**src/rtl/rdc_pkg.sv**
```systemverilog
// rdc_pkg: shared constants, types and helpers for the radix digit converter.
// No dependencies; imported by rdc_div, radix_digit_converter and the testbench.
package rdc_pkg;

    localparam int MAX_DIGITS  = 32;
    localparam int DIGIT_LIMIT = (MAX_DIGITS < 32) ? MAX_DIGITS : 32;
    localparam int CNT_W       = $clog2(DIGIT_LIMIT + 1);
    localparam int ADDR_W      = $clog2(MAX_DIGITS);

    localparam int VAL_W       = 32;
    localparam int STEP_W      = $clog2(VAL_W);
    localparam int RADIX_W     = 9;
    localparam int MINW_W      = 6;
    localparam int DIGIT_W     = 8;
    localparam int CFG_IDX_W   = 2;
    localparam int CFG_DATA_W  = 9;

    localparam logic [CFG_IDX_W-1:0] CFG_RADIX     = 2'd0;
    localparam logic [CFG_IDX_W-1:0] CFG_MIN_WIDTH = 2'd1;

    localparam logic [RADIX_W-1:0] RADIX_RESET = 9'd10;
    localparam logic [RADIX_W-1:0] RADIX_MIN   = 9'd2;
    localparam logic [RADIX_W-1:0] RADIX_MAX   = 9'd256;
    localparam logic [MINW_W-1:0]  MINW_RESET  = 6'd1;

    typedef enum logic [2:0] {
        S_IDLE,
        S_CHECK,
        S_DIV,
        S_READ,
        S_LOAD,
        S_WAIT
    } t_state;

    // Clamp the programmed base into 2..256.
    function automatic logic [RADIX_W-1:0] eff_radix(input logic [RADIX_W-1:0] r);
        logic [RADIX_W-1:0] res;
        res = r;
        if (r < RADIX_MIN) begin
            res = RADIX_MIN;
        end else if (r > RADIX_MAX) begin
            res = RADIX_MAX;
        end
        return res;
    endfunction

    // Clamp the programmed minimum width into 1..DIGIT_LIMIT.
    function automatic logic [CNT_W-1:0] eff_min_width(input logic [MINW_W-1:0] w);
        logic [CNT_W-1:0] res;
        if (w == '0) begin
            res = CNT_W'(1);
        end else if (int'(w) > DIGIT_LIMIT) begin
            res = CNT_W'(DIGIT_LIMIT);
        end else begin
            res = CNT_W'(w);
        end
        return res;
    endfunction

endpackage

```
**src/rtl/rdc_ram.sv**
```systemverilog
// rdc_ram: generic single-write, single-read RAM with registered read data.
// No dependencies.
module rdc_ram #(
    parameter int WIDTH = 8,
    parameter int DEPTH = 32
) (
    input  logic                     i_clk,
    input  logic                     i_we,
    input  logic [$clog2(DEPTH)-1:0] i_waddr,
    input  logic [WIDTH-1:0]         i_wdata,
    input  logic [$clog2(DEPTH)-1:0] i_raddr,
    output logic [WIDTH-1:0]         o_rdata
);

    logic [WIDTH-1:0] r_mem [DEPTH];
    logic [WIDTH-1:0] r_rdata;

    always_ff @(posedge i_clk) begin
        if (i_we) begin
            r_mem[i_waddr] <= i_wdata;
        end
        r_rdata <= r_mem[i_raddr];
    end

    assign o_rdata = r_rdata;

endmodule

```
**src/rtl/rdc_div.sv**
```systemverilog
// rdc_div: restoring divider, one quotient bit per cycle, 32-bit dividend by
// a 9-bit base. Depends on rdc_pkg.
module rdc_div
    import rdc_pkg::*;
(
    input  logic               i_clk,
    input  logic               i_rst_n,
    input  logic               i_start,
    input  logic [VAL_W-1:0]   i_dividend,
    input  logic [RADIX_W-1:0] i_divisor,
    output logic               o_done,
    output logic [VAL_W-1:0]   o_quotient,
    output logic [DIGIT_W-1:0] o_remainder
);

    logic               r_busy, n_busy;
    logic               r_done, n_done;
    logic [STEP_W-1:0]  r_cnt, n_cnt;
    logic [VAL_W-1:0]   r_quo, n_quo;
    logic [DIGIT_W-1:0] r_rem, n_rem;
    logic [RADIX_W-1:0] r_dsr, n_dsr;

    logic [RADIX_W-1:0] shifted;
    logic               ge;
    logic [RADIX_W-1:0] diff;

    // remainder stays below the base (<= 256), so the shifted value fits 9 bits
    assign shifted = {r_rem, r_quo[VAL_W-1]};
    assign ge      = (shifted >= r_dsr);
    assign diff    = shifted - r_dsr;

    always_comb begin
        n_busy = r_busy;
        n_done = 1'b0;
        n_cnt  = r_cnt;
        n_quo  = r_quo;
        n_rem  = r_rem;
        n_dsr  = r_dsr;
        if (i_start) begin
            n_busy = 1'b1;
            n_cnt  = '0;
            n_quo  = i_dividend;
            n_rem  = '0;
            n_dsr  = i_divisor;
        end else if (r_busy) begin
            n_rem = ge ? diff[DIGIT_W-1:0] : shifted[DIGIT_W-1:0];
            n_quo = {r_quo[VAL_W-2:0], ge};
            n_cnt = r_cnt + STEP_W'(1);
            if (r_cnt == STEP_W'(VAL_W - 1)) begin
                n_busy = 1'b0;
                n_done = 1'b1;
            end
        end
    end

    always_ff @(posedge i_clk) begin
        if (!i_rst_n) begin
            r_busy <= 1'b0;
            r_done <= 1'b0;
            r_cnt  <= '0;
        end else begin
            r_busy <= n_busy;
            r_done <= n_done;
            r_cnt  <= n_cnt;
        end
        r_quo <= n_quo;
        r_rem <= n_rem;
        r_dsr <= n_dsr;
    end

    assign o_done      = r_done;
    assign o_quotient  = r_quo;
    assign o_remainder = r_rem;

endmodule

```
**src/rtl/radix_digit_converter.sv**
```systemverilog
// radix_digit_converter: top level; sequencer, configuration registers and
// output register. Depends on rdc_pkg, rdc_div and rdc_ram.
//
// Converts one signed 32-bit request into zero-padded digits of the
// programmed base (radix 2..256, out-of-range codes clamp), most significant
// first, with o_last on the final digit. Zero or negative values give only
// zeros. The emitted width is max(current width, digit count); the current
// width is reloaded from min_width on a write to that register and then only
// grows. One request at a time: each significant digit goes through the
// shared bit-serial divider (its steps plus start and write-back), and
// each emitted digit goes through the digit buffer's registered read
// before it is offered. Configuration writes are taken only while the
// block is idle.
module radix_digit_converter
    import rdc_pkg::*;
(
    input  logic                  i_clk,
    input  logic                  i_rst_n,
    input  logic                  i_in_valid,
    output logic                  o_in_ready,
    input  logic [VAL_W-1:0]      i_value,
    output logic                  o_out_valid,
    input  logic                  i_out_ready,
    output logic [DIGIT_W-1:0]    o_digit,
    output logic                  o_last,
    input  logic                  i_cfg_valid,
    output logic                  o_cfg_ready,
    input  logic [CFG_IDX_W-1:0]  i_cfg_index,
    input  logic [CFG_DATA_W-1:0] i_cfg_data
);

    t_state             r_state, n_state;
    logic [RADIX_W-1:0] r_radix, n_radix;
    logic [CNT_W-1:0]   r_cur_width, n_cur_width;
    logic [VAL_W-1:0]   r_u, n_u;
    logic [CNT_W-1:0]   r_len, n_len;
    logic [CNT_W-1:0]   r_pos, n_pos;
    logic               r_out_valid, n_out_valid;
    logic [DIGIT_W-1:0] r_digit, n_digit;
    logic               r_last, n_last;

    logic               div_start;
    logic               div_done;
    logic [VAL_W-1:0]   div_quo;
    logic [DIGIT_W-1:0] div_rem;
    logic               ram_we;
    logic [DIGIT_W-1:0] ram_rdata;
    logic               cfg_wr;
    logic [CNT_W-1:0]   width_sel;

    assign o_cfg_ready = (r_state == S_IDLE);
    assign cfg_wr      = i_cfg_valid && o_cfg_ready;
    assign o_in_ready  = (r_state == S_IDLE);
    assign width_sel   = (r_len > r_cur_width) ? r_len : r_cur_width;

    rdc_div u_div (
        .i_clk       (i_clk),
        .i_rst_n     (i_rst_n),
        .i_start     (div_start),
        .i_dividend  (r_u),
        .i_divisor   (eff_radix(r_radix)),
        .o_done      (div_done),
        .o_quotient  (div_quo),
        .o_remainder (div_rem)
    );

    rdc_ram #(
        .WIDTH (DIGIT_W),
        .DEPTH (MAX_DIGITS)
    ) u_buf (
        .i_clk   (i_clk),
        .i_we    (ram_we),
        .i_waddr (r_len[ADDR_W-1:0]),
        .i_wdata (div_rem),
        .i_raddr (r_pos[ADDR_W-1:0]),
        .o_rdata (ram_rdata)
    );

    always_comb begin
        n_state     = r_state;
        n_radix     = r_radix;
        n_cur_width = r_cur_width;
        n_u         = r_u;
        n_len       = r_len;
        n_pos       = r_pos;
        n_out_valid = r_out_valid;
        n_digit     = r_digit;
        n_last      = r_last;
        div_start   = 1'b0;
        ram_we      = 1'b0;

        if (cfg_wr) begin
            case (i_cfg_index)
                CFG_RADIX: begin
                    n_radix = i_cfg_data[RADIX_W-1:0];
                end
                CFG_MIN_WIDTH: begin
                    n_cur_width = eff_min_width(i_cfg_data[MINW_W-1:0]);
                end
                default: ;
            endcase
        end

        case (r_state)
            S_IDLE: begin
                if (i_in_valid) begin
                    // only strictly positive values produce significant digits
                    n_u     = i_value[VAL_W-1] ? '0 : i_value;
                    n_len   = '0;
                    n_state = S_CHECK;
                end
            end
            S_CHECK: begin
                if (r_u != '0 && r_len < CNT_W'(DIGIT_LIMIT)) begin
                    div_start = 1'b1;
                    n_state   = S_DIV;
                end else begin
                    n_cur_width = width_sel;
                    n_pos       = width_sel - CNT_W'(1);
                    n_state     = S_READ;
                end
            end
            S_DIV: begin
                if (div_done) begin
                    ram_we  = 1'b1;
                    n_u     = div_quo;
                    n_len   = r_len + CNT_W'(1);
                    n_state = S_CHECK;
                end
            end
            S_READ: begin
                n_state = S_LOAD;
            end
            S_LOAD: begin
                // positions past the digit run are leading zero padding
                n_digit     = (r_pos < r_len) ? ram_rdata : '0;
                n_last      = (r_pos == '0);
                n_out_valid = 1'b1;
                n_state     = S_WAIT;
            end
            S_WAIT: begin
                if (i_out_ready) begin
                    n_out_valid = 1'b0;
                    if (r_pos == '0) begin
                        n_state = S_IDLE;
                    end else begin
                        n_pos   = r_pos - CNT_W'(1);
                        n_state = S_READ;
                    end
                end
            end
            default: begin
                n_state = S_IDLE;
            end
        endcase
    end

    always_ff @(posedge i_clk) begin
        if (!i_rst_n) begin
            r_state     <= S_IDLE;
            r_radix     <= RADIX_RESET;
            r_cur_width <= eff_min_width(MINW_RESET);
            r_len       <= '0;
            r_out_valid <= 1'b0;
        end else begin
            r_state     <= n_state;
            r_radix     <= n_radix;
            r_cur_width <= n_cur_width;
            r_len       <= n_len;
            r_out_valid <= n_out_valid;
        end
        r_u     <= n_u;
        r_pos   <= n_pos;
        r_digit <= n_digit;
        r_last  <= n_last;
    end

    assign o_out_valid = r_out_valid;
    assign o_digit     = r_digit;
    assign o_last      = r_last;

    a_no_overlap: assert property (@(posedge i_clk) disable iff (!i_rst_n)
        o_in_ready |-> !o_out_valid)
        else $error("input ready while a digit is pending");

    a_width_range: assert property (@(posedge i_clk) disable iff (!i_rst_n)
        (r_cur_width != '0) && (r_cur_width <= CNT_W'(DIGIT_LIMIT)))
        else $error("current width out of range");

    a_div_nonzero: assert property (@(posedge i_clk) disable iff (!i_rst_n)
        (r_state == S_DIV) |-> (r_u != '0) && (r_len < CNT_W'(DIGIT_LIMIT)))
        else $error("division started without significant digits left");

    a_pos_in_width: assert property (@(posedge i_clk) disable iff (!i_rst_n)
        o_out_valid |-> (r_pos < r_cur_width) && (r_len <= r_cur_width))
        else $error("emitted position outside the current width");

endmodule

```
**config.mk**
```make
export PLATFORM = sky130hd
export DESIGN_NAME = radix_digit_converter
export DESIGN_NICKNAME = d
export VERILOG_FILES = /design/src/rtl/rdc_pkg.sv /design/src/rtl/rdc_ram.sv /design/src/rtl/rdc_div.sv /design/src/rtl/radix_digit_converter.sv
export SDC_FILE = /design/constraint.sdc
export NUM_CORES = 1
export LEC_CHECK = 0
export CELL_PAD_IN_SITES_DETAIL_PLACEMENT = 0
export CELL_PAD_IN_SITES_GLOBAL_PLACEMENT = 2
export CORE_ASPECT_RATIO = 0.8
export CORE_MARGIN = 1.5
export CORE_UTILIZATION = 30
export DETAILED_ROUTE_END_ITERATION = 6
export DONT_BUFFER_PORTS = 1
export PLACE_DENSITY_LB_ADDON = 0.05
export SLEW_MARGIN = 20
export SYNTH_ARGS = -nofsm -noshare
export SYNTH_HDL_FRONTEND = slang
export SYNTH_HIERARCHICAL = 1
export SYNTH_SLANG_ARGS = --single-unit
```
**constraint.sdc**
```tcl
create_clock -name i_clk -period 3.7 [get_ports i_clk]
set_input_delay 0.74 -clock i_clk [delete_from_list [all_inputs] [get_ports i_clk]]
set_output_delay 0.74 -clock i_clk [all_outputs]
set_load 0.01 [all_outputs]
```
=== After elaboration in Yosys (flattened, before gate mapping) ===
Memory sizes are Yosys's and may differ from the RTL's. A register that Yosys moved wholly into a read port is not among the register bits.
Index checks and enable logic that the tools add are counted.

* Register bits after elaboration: 128
* Bits in writable memories: 256
* Input bits: 48
* Word-level logic and storage cells: 102
* Memories kept: 1

* Add/subtract/negate cells: 5
* $lt $le $gt $ge: 7
* Eq/ne operators: 12
* Multiplexer cells: 40
* Bitwise logic cells: 2
* Reduce and logical (&&, ||, !) cells: 19

{| class="wikitable"
|+ Memory list
! memory !! depth !! bits a word !! rd ports !! clocked after memory_dff !! wr ports !! RTL line !! text
|-
| u_buf.r_mem || 32 || 8 || 1 || 1 || 1 || rdc_ram.sv:15 || <nowiki>logic [WIDTH-1:0] r_mem [DEPTH];</nowiki>
|}

{| class="wikitable"
|+ Operator list
! kind !! count
|-
| 32-bit 2-to-1 mux || 4
|-
| 6-bit 2-to-1 mux || 12
|-
| 32-bit one-hot mux with 2 select lines || 1
|-
| 32-bit nonzero test || 1
|-
| 31-bit 2-to-1 mux || 1
|-
| 6-bit one-hot mux with 2 select lines || 2
|-
| 3-bit one-hot mux with 6 select lines || 1
|-
| 6-bit logical NOT || 2
|-
| 1-bit 2-to-1 mux || 12
|-
| 6-bit by 1-bit subtractor with 6-bit output (second input constant) || 2
|-
| 9-bit >= comparator || 1
|-
| 9-bit > comparator (second input constant) || 1
|-
| 9-bit by 2-bit < comparator with 1-bit output (second input constant) || 1
|-
| 3-bit 2-to-1 mux || 3
|-
| 9-bit 2-to-1 mux || 1
|-
| 8-bit 2-to-1 mux || 1
|-
| 2-bit != test (second input constant) || 4
|-
| 2-bit nonzero test || 4
|-
| 8-bit subtractor || 1
|-
| 6-bit by 1-bit adder with 6-bit output (second input constant) || 1
|-
| 3-bit by 2-bit equality test with 1-bit output (second input constant) || 2
|-
| 3-bit equality test (second input constant) || 2
|-
| 6-bit > comparator || 1
|-
| 6-bit > comparator (second input constant) || 1
|-
| other kinds (18) || 23
|}

=== Logic depth before layout (Yosys ltp) ===
* Word-level depth: 7
* Depth in mapped cells: 9
* Gate-level depth less buffers: 9

=== Modules after synthesis ===
The synthesis kept the hierarchy.

{| class="wikitable"
|+ By module, submodules not included
! module !! instances !! cells each !! area each (um2)
|-
| rdc_ram || 1 || 417 || 10053.4
|-
| radix_digit_converter || 1 || 409 || 4018.9
|-
| rdc_div || 1 || 225 || 2758.9
|}

=== Least setup slack after synthesis ===
No wires, ideal clock.

* Path type: register to register
* Start point: register r_state[0]
* End point: register u_div.r_quo[0], in the netlist u_div/o_quotient[0], enable pin
* Library setup time: 0.375 ns
* Arrival time: 2.707 ns
* Path slack: 0.619 ns
* Cell stages (with the launch flop): 7
* Period minus slack after synthesis: 3.081 ns
* Cells stage by stage: dfxtp_1 buf_6 or2b_1 nor3_1 clkbuf_1 clkbuf_1 or2_2

* Longest elaborated chain between the ends: 3

{| class="wikitable"
|+ Ends and longest elaborated chain
! element !! RTL line !! text
|-
| start, declared || radix_digit_converter.sv:32 || <nowiki>t_state r_state, n_state;</nowiki>
|-
| start signal, assigned || radix_digit_converter.sv:166 || <nowiki>r_state <= n_state;</nowiki>
|-
| 3-bit by 1-bit equality test with 1-bit output || radix_digit_converter.sv:104 || <nowiki>case (r_state)</nowiki>
|-
| 1-bit 2-to-1 mux || radix_digit_converter.sv:104 ||
|-
| via div_start || radix_digit_converter.sv:42 || <nowiki>logic div_start;</nowiki>
|-
| 2-bit nonzero test (no line) || - ||
|-
| end signal, assigned || rdc_div.sv:66 || <nowiki>r_quo <= n_quo;</nowiki>
|-
| end, declared || rdc_div.sv:19 || <nowiki>logic [VAL_W-1:0] r_quo, n_quo;</nowiki>
|}

The timed path passes the listed nets, and every way through them passes these cells.
A chain may end at the register's enable or synchronous reset.

=== Worst setup path after layout ===
* Start point: register r_state[1]
* End point: memory u_buf.r_mem[12][5], enable pin

* Longest elaborated chain between the ends: 4

{| class="wikitable"
|+ Ends and longest elaborated chain
! element !! RTL line !! text
|-
| 3-bit by 2-bit equality test with 1-bit output || radix_digit_converter.sv:104 ||
|-
| 1-bit 2-to-1 mux || radix_digit_converter.sv:104 ||
|-
| via ram_we || radix_digit_converter.sv:46 || <nowiki>logic ram_we;</nowiki>
|-
| 1-bit 2-to-1 mux || rdc_ram.sv:19 || <nowiki>if (i_we) begin</nowiki>
|-
| 1-bit 2-to-1 mux (implied by the code) || rdc_ram.sv:20 || <nowiki>r_mem[i_waddr] <= i_wdata;</nowiki>
|-
| end, declared || rdc_ram.sv:15 ||
|}

The timed path passes the listed nets, and every way through them passes these cells.

==> out/qor.csv <==
stage,metric,value,unit
routing,dr_wl_met3,1607,µm
sta,setup-violations-final,0,
logic_synthesis,syn-instance-count,1051,
logic_synthesis,synthTopCellsByCount,"344 x edfxtp_1, 80 x mux4_2, 78 x nor2_1",
cells_and_area,drive_gt1_share,23.33,%
sta,rsz0062_at_grt,false,
setup_path,arrival,2.97,ns
cells_and_area,nNetsFinal,1174,
routing,drt_iter0_drc,691,
logic_synthesis,synth_top_family_by_area,multiplexers,
sta,hold_viol_final,0,
clocking,cts_buffers,44,
sta,layout_worst_path_cycle_share,75.15,%
global_routing,grtUsageTotal,15.02,%
setup_path,reg2regPathDepth,4,
floorplan,fp-row-count,77,
cells_and_area,num_antenna_cells,0,
sta,slew_violations,0,
sta,fin_tns_setup,0,ns
logic_synthesis,ys_dominant_reg_cell,edfxtp_1,
hold_path,min_path_cells,1,
power_and_ir_drop,powerDensity,614.7,nW/µm²
setup_path,timing.rr.end,u_buf/r_mem[12][5],
clocking,clkTransAtPathRegs,0.06,ns
placement,gp_congestion,0.6975,
floorplan,core_area,55300,µm²
logic_synthesis,synth_edf_count,344,
global_routing,globalRoute.totalOverflow,0,
cells_and_area,synthToLayoutAreaGrowth,15.30,%
sta,tightest_slew,0.8819,ns
logic_synthesis,yosysSeqAreaShare,67.08,%
sta,skew,0.02576,ns
routing,highest_layer,met4,
logic_synthesis,synthMuxAreaShare,14.33,%
setup_path,reg2reg_setup_slack,0.92,ns
placement,port_buffers,0,
routing,met1Wirelength,21880,µm
logic_synthesis,yosys.area.top_type,edfxtp_1,
routing,via_per_inst,4.781,
global_routing,grt_max_degree,65,
clocking,cts_tree,yes,
logic_synthesis,synth.most_common_cell,edfxtp_1,
floorplan,fp.dieW,267.8,µm
setup_path,endpoint_kind,register,
hold_path,hold_class,in2reg,
logic_synthesis,synth_adder_area_share,1.903,%
routing,drtPass1Iterations,5,
floorplan,ioPinCount,60,
logic_synthesis,ys_types,66,
clocking,clockRootBuffer,clkbuf_16,
clocking,clockBufferDepth,3,
routing,drtAntennaViolNets,0,
setup_path,cp-start-kind,register,
floorplan,die_area,57540,µm²
setup_path,crit_required,3.89,ns
clocking,cts_resized,0,
routing,vias,9017,
hold_path,worstHoldStart,i_rst_n,
clocking,cts.htree.levels,2,
logic_synthesis,netlist.area_leader.share,61.37,%
setup_path,reg2reg_from,r_state[1],
sta,period_needed,2.781,ns
logic_synthesis,synth-warning-count,6,
logic_synthesis,ys_ff_latch,392,
routing,drt-total-wl,42310,µm
setup_path,critPathKind,reg2reg,
routing,wl_met2,17970,µm
logic_synthesis,synthSimpleGateAreaFrac,9.069,%
sta,slew_headroom,40.99,%
status,status,finished clean,
setup_path,cp_max_fo,10,
floorplan,start_util,30.44,%
global_routing,grt_pass1_vias,9208,
clocking,clkSinkCount,392,
hold_path,hold_end,r_radix[3],
clocking,clock_latency,0.59,ns
floorplan,die_h,214.9,µm
logic_synthesis,syn-cell-area,16830,µm²
run,max-cap-violations,0,
global_routing,grt_pass1_wl,63330,µm
clocking,cts_hold_buf,0,
sta,fmax,0.3596,GHz
logic_synthesis,synth_area_leaders,"edfxtp_1 61%, mux4_2 11%, dfxtp_1 5.7%",
placement,place_inst,1805,
power_and_ir_drop,peakVddDrop,342.7,µV
routing,drt-wirelength-per-cell,22.44,µm
global_routing,antenna_found_initial,3,
logic_synthesis,synth.avg_cell_area,16.01,µm²
logic_synthesis,synth_compound_area_share,4.884,%
clocking,cts_setup_buffers,0,
power_and_ir_drop,p_leak,6.309,nW
logic_synthesis,synth-xor-area-share,0.7285,%
logic_synthesis,synth_fp_nets,1124,
routing,drc,0,
cells_and_area,final_cells,1886,
logic_synthesis,async_flop_share,0,%
placement,place_hpwl,27630,µm
==> report_power, final <==
group          leakage [nW]  internal (W)  total [W]  switching [W]
combinational          2.05      0.000588    0.00185        0.00126
clock                 0.686       0.00250    0.00433        0.00183
sequential             3.57       0.00558    0.00576       0.000173
==> how the worst max path moves through the flow <==
stage                          end       start  slack (ns)  cells past startpoint
3_3_place_gp    u_buf/r_mem[12][5]  r_state[1]        0.93                      4
4_1_cts         u_buf/r_mem[20][1]  r_state[1]        0.93                      4
5_1_grt                   r_pos[5]    r_len[4]        0.71                      8
2_1_floorplan  u_div/o_quotient[0]  r_state[0]        0.62                      6
3_5_place_dp    u_buf/r_mem[20][2]  r_state[1]        0.92                      4
6_report        u_buf/r_mem[12][5]  r_state[1]        0.92                      4
==> logic make-up after synthesis <==
logic type,count (synthesis)
adder cells (fa/ha/maj),25
flip-flops,392
multiplexers,136
AND/OR/NAND/NOR,290
AO/OA/AOI/OAI,120
XOR/XNOR,14
buffers and inverters,74
==> area by class of cell <==
cell class                 instances  area, µm²
tap                              750      938.4
fill                            5335      35890
sequential                       392      11290
clock buffer                      65       1251
inverter                          23      86.33
timing repair buffer              55      450.4
multi-input combinational        585       5229
clock inverter                    16      160.2
==> through the flow <==
step           hold slack, ns  area, µm²  total power [W]  worst slack (ns)  utilization (%)
6_report               0.2546      19410          0.01193            0.9194            35.09
5_1_grt                0.2307      19410          0.01252            0.7149            35.09
4_1_cts                0.1999      19410          0.01215            0.9264            35.09
3_5_place_dp           0.4915      17990         0.007750            0.9213            32.54
3_3_place_gp           0.4831      17990         0.007754            0.9273            32.54
2_1_floorplan          0.4581      16830         0.007012            0.6188                -
==> critical path, cell delays in order (launching register included) <==
cell	delay, ns
dfxtp_1	0.55
nor3b_4	0.26
and2_1	0.25
or3b_2	0.62
nor2_1	0.72
==> metal layers <==
| metal | vias up | track usage, % |
|---|---|---|
| met2 | 157 | 21.32 |
| li1 | 4190 | - |
| met5 | - | 0 |
| met3 | 56 | 2.716 |
| met4 | 0 | 4.275 |
| met1 | 4614 | 23.20 |
==> placed cells by master (no fill, tap or decap), types with 17 or more instances in the layout <==
cell	count
mux4_2	80
nor2b_1	21
o21ai_0	47
nor2_1	78
ha_1	24
mux2_2	40
nand2b_1	40
dfxtp_1	48
edfxtp_1	344
inv_1	23
buf_4	52
nand2_1	68
a21oi_1	17
clkbuf_16	45
==> flip-flops by register name, summed over array words and instances (netlist names) <==
| register | count |
|---|---|
| r_cur_width | 6 |
| r_pos | 6 |
| r_radix | 9 |
| u_div/r_cnt | 5 |
| u_div/o_done | 1 |
| u_div/o_remainder | 8 |
| u_div/r_busy | 1 |
| u_div/o_quotient | 32 |
| r_u | 32 |
| r_state | 3 |
| r_len | 6 |
| o_digit | 8 |
| u_buf/o_rdata | 8 |
| u_buf/r_mem | 256 |
| o_out_valid | 1 |
| o_last | 1 |
| u_div/r_dsr | 9 |
(Power assumes the default switching activity.)
